--- src/sv/acs_pkg.sv ---
// package for the accelerometer capture statistics block
// widths, state and code enums, shared structs; no dependencies
package acs_pkg;

	localparam int CNT_W      = 7;
	localparam int ELAPSED_W  = 16;
	localparam int TAG_W      = 8;
	localparam int SAMPLE_W   = 16;
	localparam int AXIS_W     = 14;
	localparam int MAG_W      = 14;
	localparam int SUM_W      = 20;
	localparam int MSUM_W     = 20;
	localparam int M2SUM_W    = 34;
	localparam int SQ_W       = 28;
	localparam int OPND_W     = 40;
	localparam int REM_W      = 23;
	localparam int RES_W      = 20;
	localparam int ITER_W     = 5;
	localparam int MUL_A_W    = 34;
	localparam int MUL_B_W    = 20;
	localparam int PROD_W     = MUL_A_W + MUL_B_W;
	localparam int STEPS      = 20;
	localparam int LIMIT_MG   = 8000;
	localparam int MAX_SAMPLES = 64;

	localparam logic [1:0] KIND_START  = 2'd0;
	localparam logic [1:0] KIND_SAMPLE = 2'd1;
	localparam logic [1:0] KIND_TICK   = 2'd2;

	localparam logic CFG_CAPTURE_COUNT = 1'b0;
	localparam logic CFG_LIMIT_MS      = 1'b1;

	localparam logic [CNT_W-1:0]     CAPTURE_COUNT_RST = 7'd20;
	localparam logic [ELAPSED_W-1:0] LIMIT_MS_RST      = 16'd2000;

	typedef enum logic [3:0] {
		ST_IDLE,
		ST_SQ,
		ST_ROOT,
		ST_MAG,
		ST_LHS,
		ST_STDROOT,
		ST_STDDIV,
		ST_MEAN,
		ST_EMIT
	} state_t;

	typedef enum logic {
		UNIT_SQRT,
		UNIT_DIV
	} unit_mode_t;

	typedef struct packed {
		logic [REM_W-1:0]  rem;
		logic [RES_W-1:0]  res;
		logic [OPND_W-1:0] opnd;
	} step_t;

	typedef struct packed {
		logic [CNT_W-1:0]     capture_count;
		logic [ELAPSED_W-1:0] limit_ms;
	} cfg_t;

	typedef struct packed {
		logic [TAG_W-1:0]        result_tag;
		logic                    success;
		logic [CNT_W-1:0]        samples_seen;
		logic [ELAPSED_W-1:0]    elapsed_ms;
		logic signed [AXIS_W-1:0] mean_x;
		logic signed [AXIS_W-1:0] mean_y;
		logic signed [AXIS_W-1:0] mean_z;
		logic [MAG_W-1:0]        std_mag;
	} result_t;

endpackage

--- src/sv/accel_capture_statistics.sv ---
// accelerometer capture statistics, top level
// depends on acs_pkg and acs_core
//
// input stream s_*: one transaction per start request, sample or millisecond
// tick, kind in s_tuser. output stream m_*: one transaction per finished
// capture, success flag in m_tuser.
// a tick that ends a capture goes on to load the result register. a sample
// is accepted, its squared length is formed on the multiplier, 20 square root
// digits are taken on the shared compare and subtract unit and it is
// accumulated. the sample that completes a capture adds multiplier steps, the
// deviation root and divide (skipped when the variance is not positive) and
// the three mean divides on the same unit, then loads the result register.
// s_tready is high only while the sequencer is idle.
// a result waits in the output register while m_tready is low; the block
// keeps taking transactions and stalls only when a second result is ready.
// reset ends any capture, clears pending results and restores
// capture_count to 20 and the timeout to 2000.
// configuration: cfg_we with cfg_index 0 capture_count, 1 timeout in ms.
module accel_capture_statistics (
	input  logic        clk,
	input  logic        arst_n,
	input  logic        s_tvalid,
	output logic        s_tready,
	input  logic [55:0] s_tdata,   // sample_x, sample_y, sample_z, request_tag
	input  logic [1:0]  s_tuser,   // kind
	output logic        m_tvalid,
	input  logic        m_tready,
	output logic [87:0] m_tdata,   // result_tag, samples_seen, elapsed_ms, mean_x,
	                               // mean_y, mean_z, std_mag, zero pad
	output logic [0:0]  m_tuser,   // success
	input  logic        cfg_we,
	input  logic        cfg_index,
	input  logic [15:0] cfg_wdata
);
	import acs_pkg::*;

	cfg_t cfg_q;
	result_t res;

	always_ff @(posedge clk or negedge arst_n) begin
		if (!arst_n) begin
			cfg_q.capture_count <= CAPTURE_COUNT_RST;
			cfg_q.limit_ms <= LIMIT_MS_RST;
		end else if (cfg_we) begin
			case (cfg_index)
				CFG_CAPTURE_COUNT: cfg_q.capture_count <= cfg_wdata[CNT_W-1:0];
				CFG_LIMIT_MS:      cfg_q.limit_ms <= cfg_wdata;
				default: ;
			endcase
		end
	end

	acs_core u_core (
		.clk       (clk),
		.arst_n    (arst_n),
		.cfg       (cfg_q),
		.in_valid  (s_tvalid),
		.in_ready  (s_tready),
		.in_kind   (s_tuser),
		.in_x      (s_tdata[15:0]),
		.in_y      (s_tdata[31:16]),
		.in_z      (s_tdata[47:32]),
		.in_tag    (s_tdata[55:48]),
		.out_valid (m_tvalid),
		.out_ready (m_tready),
		.out_res   (res)
	);

	assign m_tdata = {1'b0, res.std_mag, res.mean_z, res.mean_y, res.mean_x,
		res.elapsed_ms, res.samples_seen, res.result_tag};
	assign m_tuser = res.success;

endmodule

--- src/sv/acs_step_unit.sv ---
// shared compare and subtract unit: one square root digit or one division bit
// depends on acs_pkg
module acs_step_unit (
	input  acs_pkg::unit_mode_t      mode,
	input  acs_pkg::step_t           cur,
	input  logic [acs_pkg::CNT_W-1:0] divisor,
	output acs_pkg::step_t           nxt
);
	import acs_pkg::*;

	logic [REM_W-1:0] pre;
	logic [REM_W-1:0] trial;
	logic [REM_W:0]   diff;
	logic             ge;

	always_comb begin
		if (mode == UNIT_SQRT) begin
			pre   = {cur.rem[REM_W-3:0], cur.opnd[OPND_W-1 -: 2]};
			trial = {1'b0, cur.res, 2'b01};
		end else begin
			pre   = {cur.rem[REM_W-2:0], cur.opnd[OPND_W-1]};
			trial = {{(REM_W-CNT_W){1'b0}}, divisor};
		end
		diff = {1'b0, pre} - {1'b0, trial};
		ge = !diff[REM_W];
		nxt.rem = ge ? diff[REM_W-1:0] : pre;
		nxt.res = {cur.res[RES_W-2:0], ge};
		if (mode == UNIT_SQRT)
			nxt.opnd = {cur.opnd[OPND_W-3:0], 2'b00};
		else
			nxt.opnd = {cur.opnd[OPND_W-2:0], 1'b0};
	end

endmodule

--- src/sv/acs_core.sv ---
// capture sequencer: accumulators, shared multiplier, result register
// depends on acs_pkg and acs_step_unit
module acs_core (
	input  logic                              clk,
	input  logic                              arst_n,
	input  acs_pkg::cfg_t                     cfg,
	input  logic                              in_valid,
	output logic                              in_ready,
	input  logic [1:0]                        in_kind,
	input  logic signed [acs_pkg::SAMPLE_W-1:0] in_x,
	input  logic signed [acs_pkg::SAMPLE_W-1:0] in_y,
	input  logic signed [acs_pkg::SAMPLE_W-1:0] in_z,
	input  logic [acs_pkg::TAG_W-1:0]         in_tag,
	output logic                              out_valid,
	input  logic                              out_ready,
	output acs_pkg::result_t                  out_res
);
	import acs_pkg::*;

	state_t state_q, state_d;
	logic [ITER_W-1:0] iter_q;
	logic [1:0] axis_q;

	logic running_q;
	logic [CNT_W-1:0] count_q;
	logic [TAG_W-1:0] tag_q;
	logic signed [SUM_W-1:0] sum_q [3];
	logic [MSUM_W-1:0] msum_q;
	logic [M2SUM_W-1:0] m2sum_q;
	logic [ELAPSED_W-1:0] elapsed_q;
	logic signed [AXIS_W-1:0] v_q [3];
	logic [SQ_W-1:0] sq_q;
	logic [OPND_W-1:0] lhs_q;
	logic [PROD_W-1:0] prod_s1;
	step_t step_q, step_n;
	logic signed [AXIS_W-1:0] mean_q [3];
	logic [MAG_W-1:0] std_q;
	logic ok_q;
	logic out_valid_q;
	result_t out_q;

	unit_mode_t mode;
	logic [MUL_A_W-1:0] mul_a;
	logic [MUL_B_W-1:0] mul_b;
	logic accept;
	logic [ELAPSED_W-1:0] elapsed_inc;
	logic tick_fail;
	logic [CNT_W-1:0] target;
	logic [CNT_W-1:0] count_inc;
	logic last_step;
	logic slot_free;
	logic [SQ_W-1:0] sq_total;
	logic [OPND_W-1:0] rhs;
	logic signed [SAMPLE_W-1:0] raw [3];
	logic [SUM_W-1:0] abs_sum [3];
	logic [AXIS_W-1:0] abs_v [3];
	logic [RES_W-1:0] quot_neg;

	acs_step_unit u_step (
		.mode    (mode),
		.cur     (step_q),
		.divisor (count_q),
		.nxt     (step_n)
	);

	assign accept = in_valid && in_ready;
	assign elapsed_inc = (elapsed_q == '1) ? elapsed_q : elapsed_q + 1'b1;
	assign tick_fail = elapsed_inc > cfg.limit_ms;
	assign count_inc = count_q + 1'b1;
	assign last_step = iter_q == ITER_W'(STEPS - 1);
	assign slot_free = !out_valid_q || out_ready;
	assign sq_total = sq_q + prod_s1[SQ_W-1:0];
	assign rhs = prod_s1[OPND_W-1:0];
	assign raw[0] = in_x;
	assign raw[1] = in_y;
	assign raw[2] = in_z;
	assign quot_neg = -step_n.res;

	always_comb begin
		if (cfg.capture_count == '0)
			target = CNT_W'(1);
		else if (cfg.capture_count > CNT_W'(MAX_SAMPLES))
			target = CNT_W'(MAX_SAMPLES);
		else
			target = cfg.capture_count;
	end

	always_comb begin
		for (int i = 0; i < 3; i++) begin
			abs_sum[i] = sum_q[i][SUM_W-1] ? SUM_W'(-sum_q[i]) : SUM_W'(sum_q[i]);
			abs_v[i] = v_q[i][AXIS_W-1] ? AXIS_W'(-v_q[i]) : AXIS_W'(v_q[i]);
		end
	end

	// next state
	always_comb begin
		state_d = state_q;
		case (state_q)
			ST_IDLE: begin
				if (accept && running_q) begin
					if (in_kind == KIND_SAMPLE)
						state_d = ST_SQ;
					else if (in_kind == KIND_TICK && tick_fail)
						state_d = ST_EMIT;
				end
			end
			ST_SQ: begin
				if (iter_q == ITER_W'(3))
					state_d = ST_ROOT;
			end
			ST_ROOT: begin
				if (last_step)
					state_d = ST_MAG;
			end
			ST_MAG: begin
				if (iter_q == ITER_W'(1))
					state_d = (count_inc >= target) ? ST_LHS : ST_IDLE;
			end
			ST_LHS: begin
				if (iter_q == ITER_W'(2))
					state_d = (lhs_q > rhs) ? ST_STDROOT : ST_MEAN;
			end
			ST_STDROOT: begin
				if (last_step)
					state_d = ST_STDDIV;
			end
			ST_STDDIV: begin
				if (last_step)
					state_d = ST_MEAN;
			end
			ST_MEAN: begin
				if (last_step && axis_q == 2'd2)
					state_d = ST_EMIT;
			end
			ST_EMIT: begin
				if (slot_free)
					state_d = ST_IDLE;
			end
			default: state_d = ST_IDLE;
		endcase
	end

	// control outputs and multiplier operands
	always_comb begin
		in_ready = state_q == ST_IDLE;
		mode = (state_q inside {ST_STDDIV, ST_MEAN}) ? UNIT_DIV : UNIT_SQRT;
		mul_a = '0;
		mul_b = '0;
		case (state_q)
			ST_SQ: begin
				case (iter_q[1:0])
					2'd0: begin
						mul_a = MUL_A_W'(abs_v[0]);
						mul_b = MUL_B_W'(abs_v[0]);
					end
					2'd1: begin
						mul_a = MUL_A_W'(abs_v[1]);
						mul_b = MUL_B_W'(abs_v[1]);
					end
					2'd2: begin
						mul_a = MUL_A_W'(abs_v[2]);
						mul_b = MUL_B_W'(abs_v[2]);
					end
					default: begin
						mul_a = '0;
						mul_b = '0;
					end
				endcase
			end
			ST_MAG: begin
				mul_a = MUL_A_W'(step_q.res[MAG_W-1:0]);
				mul_b = MUL_B_W'(step_q.res[MAG_W-1:0]);
			end
			ST_LHS: begin
				if (iter_q == '0) begin
					mul_a = m2sum_q;
					mul_b = MUL_B_W'(count_q);
				end else begin
					mul_a = MUL_A_W'(msum_q);
					mul_b = msum_q;
				end
			end
			default: begin
				mul_a = '0;
				mul_b = '0;
			end
		endcase
	end

	always_ff @(posedge clk or negedge arst_n) begin
		if (!arst_n) begin
			state_q <= ST_IDLE;
			running_q <= 1'b0;
			out_valid_q <= 1'b0;
			iter_q <= '0;
		end else begin
			state_q <= state_d;
			if (state_q == ST_IDLE || state_d != state_q || (state_q == ST_MEAN && last_step))
				iter_q <= '0;
			else
				iter_q <= iter_q + 1'b1;
			if (state_q == ST_IDLE && accept && in_kind == KIND_START)
				running_q <= 1'b1;
			else if (state_q == ST_EMIT && slot_free)
				running_q <= 1'b0;
			if (state_q == ST_EMIT && slot_free)
				out_valid_q <= 1'b1;
			else if (out_ready)
				out_valid_q <= 1'b0;
		end
	end

	always_ff @(posedge clk) begin
		prod_s1 <= mul_a * mul_b;
		case (state_q)
			ST_IDLE: begin
				if (accept && in_kind == KIND_START && !running_q) begin
					tag_q <= in_tag;
					count_q <= '0;
					for (int i = 0; i < 3; i++)
						sum_q[i] <= '0;
					msum_q <= '0;
					m2sum_q <= '0;
					elapsed_q <= '0;
				end
				if (accept && in_kind == KIND_SAMPLE) begin
					for (int i = 0; i < 3; i++)
						v_q[i] <= (raw[i] >= -SAMPLE_W'(LIMIT_MG) && raw[i] <= SAMPLE_W'(LIMIT_MG))
							? AXIS_W'(raw[i]) : '0;
					sq_q <= '0;
				end
				if (accept && in_kind == KIND_TICK && running_q) begin
					elapsed_q <= elapsed_inc;
					ok_q <= 1'b0;
					std_q <= '0;
					for (int i = 0; i < 3; i++)
						mean_q[i] <= '0;
				end
			end
			ST_SQ: begin
				if (iter_q != '0)
					sq_q <= sq_total;
				if (iter_q == ITER_W'(3)) begin
					step_q.opnd <= OPND_W'(sq_total);
					step_q.rem <= '0;
					step_q.res <= '0;
				end
			end
			ST_ROOT: step_q <= step_n;
			ST_MAG: begin
				if (iter_q == ITER_W'(1)) begin
					m2sum_q <= m2sum_q + M2SUM_W'(prod_s1[SQ_W-1:0]);
					msum_q <= msum_q + step_q.res;
					count_q <= count_inc;
					for (int i = 0; i < 3; i++)
						sum_q[i] <= sum_q[i] + SUM_W'(v_q[i]);
				end
			end
			ST_LHS: begin
				if (iter_q == ITER_W'(1))
					lhs_q <= prod_s1[OPND_W-1:0];
				if (iter_q == ITER_W'(2)) begin
					ok_q <= 1'b1;
					step_q.rem <= '0;
					step_q.res <= '0;
					axis_q <= '0;
					if (lhs_q > rhs) begin
						step_q.opnd <= lhs_q - rhs;
					end else begin
						std_q <= '0;
						step_q.opnd <= {abs_sum[0], {(OPND_W-SUM_W){1'b0}}};
					end
				end
			end
			ST_STDROOT: begin
				if (last_step) begin
					step_q.opnd <= {step_n.res, {(OPND_W-RES_W){1'b0}}};
					step_q.rem <= '0;
					step_q.res <= '0;
				end else begin
					step_q <= step_n;
				end
			end
			ST_STDDIV: begin
				if (last_step) begin
					std_q <= step_n.res[MAG_W-1:0];
					axis_q <= '0;
					step_q.opnd <= {abs_sum[0], {(OPND_W-SUM_W){1'b0}}};
					step_q.rem <= '0;
					step_q.res <= '0;
				end else begin
					step_q <= step_n;
				end
			end
			ST_MEAN: begin
				if (last_step) begin
					mean_q[axis_q] <= sum_q[axis_q][SUM_W-1] ? quot_neg[AXIS_W-1:0]
						: step_n.res[AXIS_W-1:0];
					axis_q <= axis_q + 1'b1;
					step_q.opnd <= (axis_q == 2'd0)
						? {abs_sum[1], {(OPND_W-SUM_W){1'b0}}}
						: {abs_sum[2], {(OPND_W-SUM_W){1'b0}}};
					step_q.rem <= '0;
					step_q.res <= '0;
				end else begin
					step_q <= step_n;
				end
			end
			ST_EMIT: begin
				if (slot_free) begin
					out_q.result_tag <= tag_q;
					out_q.success <= ok_q;
					out_q.samples_seen <= count_q;
					out_q.elapsed_ms <= elapsed_q;
					out_q.mean_x <= mean_q[0];
					out_q.mean_y <= mean_q[1];
					out_q.mean_z <= mean_q[2];
					out_q.std_mag <= std_q;
				end
			end
			default: ;
		endcase
	end

	assign out_valid = out_valid_q;
	assign out_res = out_q;

endmodule

--- config.mk ---
export PLATFORM = sky130hd
export DESIGN_NAME = accel_capture_statistics
export DESIGN_NICKNAME = d
export VERILOG_FILES = /design/src/sv/acs_pkg.sv /design/src/sv/accel_capture_statistics.sv /design/src/sv/acs_step_unit.sv /design/src/sv/acs_core.sv
export SDC_FILE = /design/constraint.sdc
export NUM_CORES = 2
export LEC_CHECK = 0
export ABC_AREA = 1
export BUFFER_PORTS_ARGS = -buffer_cell sky130_fd_sc_hd__buf_4
export CAP_MARGIN = 15
export CORE_ASPECT_RATIO = 0.8
export CORE_UTILIZATION = 47
export CTS_BUF_LIST = sky130_fd_sc_hd__clkbuf_4 sky130_fd_sc_hd__clkbuf_8 sky130_fd_sc_hd__clkbuf_16
export CTS_CLUSTER_SIZE = 8
export DETAILED_ROUTE_END_ITERATION = 16
export GPL_ROUTABILITY_DRIVEN = 0
export SLEW_MARGIN = 40
export SYNTH_ARGS = -nofsm -noshare
export SYNTH_HDL_FRONTEND = slang
export SYNTH_SLANG_ARGS = --single-unit
--- constraint.sdc ---
create_clock -name clk -period 21.3 [get_ports clk]
set_clock_uncertainty 0.05 [all_clocks]
set_input_delay 1.065 -clock clk [delete_from_list [all_inputs] [get_ports clk]]
set_output_delay 1.065 -clock clk [all_outputs]
set_load 0.01 [all_outputs]
==> results.txt <==
----------------------------------------------------
[Timing]
  Worst Tran Pin Value ... 0.8560 ns
  Final number of setup-violating endpoints ... 0
  Highest clock frequency the design can meet ... 0.1038 GHz
  Hold Slack ... 0.3112 ns
  Number of failing hold endpoints at the final stage ... 0
  Max-slew violation count ... 0
  Crit share post-route ... 45.21%
  Minimum setup slack in the final design ... 11.67 ns
  Worst max-slew margin expressed relative to the limit ... 42.80%
  Clock period minus worst slack ... 9.630 ns
  Setup TNS after final layout ... 0 ns
  RSZ-0062 raised after global routing ... false

[Placement]
  # port buffers ... 169
  Placed cell count ... 8674
  Post-placement worst setup slack ... 11.87 ns
  Half-perimeter wire length of the detailed placement result ... 146200 um
  Instance area after placement ... 58640 um2

[Synthesis]
  Dominant combinational cell family by area after synthesis ... adder cells
  Syn_area_per_cell ... 7.930 um2
  Synthesis-stage register bit count ... 560
  Mux contribution to synthesized area ... 0%
  Share of the synthesized area in the top cell type ... 26.21%
  Synthesis Warnings ... 0
  Post-synthesis sequential area ratio ... 29.28%
  Simple-gate share of the synthesized area ... 21.35%
  Area share of fa/ha/maj cells after synthesis ... 25.23%
  Unique cell type count in the Yosys netlist ... 72
  Fraction of synthesis flops using an asynchronous set or reset pin ... 6.071%
  Post-synthesis cell type with the largest combined area ... edfxtp_1
  Top area cells in the synthesized netlist ... edfxtp_1, fa_1, nand2_1, inv_1, ha_1
  EDFF count, synth ... 484
  Post-synth design cell area ... 55440 um2
  Leading register cell type out of synthesis ... edfxtp_1
  Synthesized instance count ... 6992
  XOR/XNOR share of the synthesized area ... 2.227%
  Compound-gate portion of the synthesized area ... 11.47%

[Floorplanning]
  Total Die Area ... 119400 um2
  Die Height ... 309.2 um
  Starting Density ... 47.50%
  Site row count ... 112
  Core Area ... 116700 um2
  Number of ports placed on the die boundary ... 171
  Die Span X ... 386.0 um

[Global routing]
  Pin count of the biggest net entering global routing ... 85
  Number of global-route vias before repair ... 46420
  Total global routing track utilization ... 30.92%
  Antenna violations before repair ... 9
  First-pass GRT wire length ... 279700 um
  Aggregate global routing overflow ... 0

[Layout]
  Final cell count without fillers ... 8817
  Nets@finish ... 8123
  Final design utilization ... 52.53%
  Synthesis-to-finish area growth ... 10.60%
  Fraction of layout instances using a drive strength above 1 ... 7.255%
  # diodes ... 0
  Most common cell after layout, fill and taps aside ... nand2_1
  Commonest non-fill, non-tap cells in the layout ... nand2_1, inv_1, nor2_1, a21oi_1, fa_1
  Post-route cell area ... 61320 um2

[Power and ir drop]
  Pwr/cell area ... 150.9 nW/um2
  Total power consumption of the routed design ... 9.255 mW
  Pleak ... 29.15 nW
  Worst vdd rail ir drop ... 171.7 uV

[Hold path]
  Classification of the worst-slack hold path ... in -> async

[Setup path]
  Number of cells on the worst reg-to-reg path ... 35
  Cell type of the slowest stage on the worst timing path ... fa_1
  Worst Path Arrival ... 10.14 ns
  Required time of the critical path ... 21.81 ns
  Type of the setup path with the least slack ... reg -> reg
  Sort of element at the start of the critical path ... flop
  Crit-path max cell delay ... 0.58 ns
  Largest driver fanout on the critical path ... 16
  Category of the worst setup path capture point ... flop
  Most frequent cell on the critical path ... inv_1

[CTS]
  Sinks on the clock net ... 560
  Number of buffers added by the clock tree synthesis step ... 81
  Buffer type at the clock tree root ... clkbuf_16
  Setup Fix Bufs, Post-CTS ... 0
  Maximum level of the CTS H-tree ... 3
  Count of hold buffers inserted by post-cts repair ... 0
  Clock transition at the registers of the reported paths ... 0.06 ns
  TritonCTS clock tree ... yes
  Worst-case clock buffer depth ... 3
  Number of resized instances in the post-cts repair step ... 0
  Clock Latency Late Sink ... 0.69 ns

[Detailed routing]
  Total wire length after detailed routing ... 183000 um
  DRT antenna net count ... 0
  Routed wire per std cell ... 20.75 um
  Routed vias ... 48910
  DRC violation total after the first TritonRoute iteration ... 5257
  Total iterations of the first detailed-routing run ... 6
  DRC viols ... 0
  Per-cell via count in the routed design ... 5.547

[Status]
  Run status ... finished, final reports clean

[Flow run]
  Max Cap Violations ... 0

----------------------------------------------------
report_power, final:
group	switching (mW)	total (mW)	internal, mW
Sequential	0.225	1.75	1.53
Clock	0.538	1.32	0.785
Combinational	4.23	6.18	1.95
Total	5.00	9.26	4.26
worst paths after layout:
| path | slack (ns) | start | end |
|---|---|---|---|
| worst max-delay path | 11.67 | u_core.iter_q[0]$_DFF_PN0_ | u_core.prod_s1[39]$_DFF_P_ |
| worst min-delay path | 0.31 | arst_n | u_core.out_valid$_DFFE_PN0P_ |
| worst max register to register | 11.67 | u_core.iter_q[0]$_DFF_PN0_ | u_core.prod_s1[39]$_DFF_P_ |
| worst min register to register | 0.36 | u_core.mean_q[2][4]$_SDFFCE_PN0P_ | m_tdata[63]$_DFFE_PP_ |
| max in group asynchronous | 20.50 | arst_n | cfg_q[7]$_DFFE_PN1P_ |
| min in group clk | 0.36 | u_core.mean_q[2][4]$_SDFFCE_PN0P_ | m_tdata[63]$_DFFE_PP_ |
cell usage after synthesis, drive strengths merged, types with 19 or more instances:
master	n
nand2	1503
inv	1345
nor2	769
a21oi	521
fa	492
edfxtp	484
o21ai	374
ha	331
nand3	331
xor2	102
buf	98
nor3	71
nand4	68
clkbuf	49
o21a	48
or2	44
dfxtp	42
xnor2	39
o211ai	34
a21o	27
o21bai	27
a31oi	26
dfrtp	26
nor4	21
a21boi	19
worst max-delay path, delay by kind of cell, from the launching register on:
kind,cells,cell delay [ns]
buffers and inverters,11,1.32
AO/OA/AOI/OAI,4,1.12
adder cells (fa/ha/maj),9,4.41
AND/OR/NAND/NOR,11,2.15
flip-flops,1,0.43
routing by layer:
layer	vias to the layer above	global-route usage, %	routed length, um
li1	22810	-	-
met1	23580	47.58	84150
met2	2241	43.62	73900
met3	276	6.561	20060
met4	4	7.767	4844
met5	-	0	22
registers in the layout (all words and copies together) (netlist names), 16 cells and up, named ones only:
name / count
u_core.msum_q: 20
u_core.step_q: 82
m_tdata: 42
u_core.elapsed_q: 16
u_core.sum_q: 60
u_core.mean_q: 42
u_core.v_q: 42
u_core.prod_s1: 40
cfg_q: 23
u_core.m2sum_q: 34
u_core.lhs_q: 40
u_core.sq_q: 28
u_core.out_res: 46
layout make-up:
type / count / area (um2)
tap: 1539 / 1926
timing repair buffer: 215 / 1660
clock buffer: 132 / 2416
fill: 11310 / 55410
inverter: 1349 / 5069
sequential: 560 / 16240
multi-input combinational: 5013 / 33800
clock inverter: 9 / 221.5
kinds of logic (layout without fill, tap and decap cells):
kind of cell | after synthesis | in the layout
AOI/OAI and AO/OA | 1137 | 1137
xor gates and xnor gates | 141 | 141
adders and majority gates | 823 | 823
and+or+nand+nor | 2833 | 2833
buffers and inverters | 1496 | 1705
other | 2 | 79
DFF | 560 | 560
No activity file was read; power rests on OpenSTA's default activity.
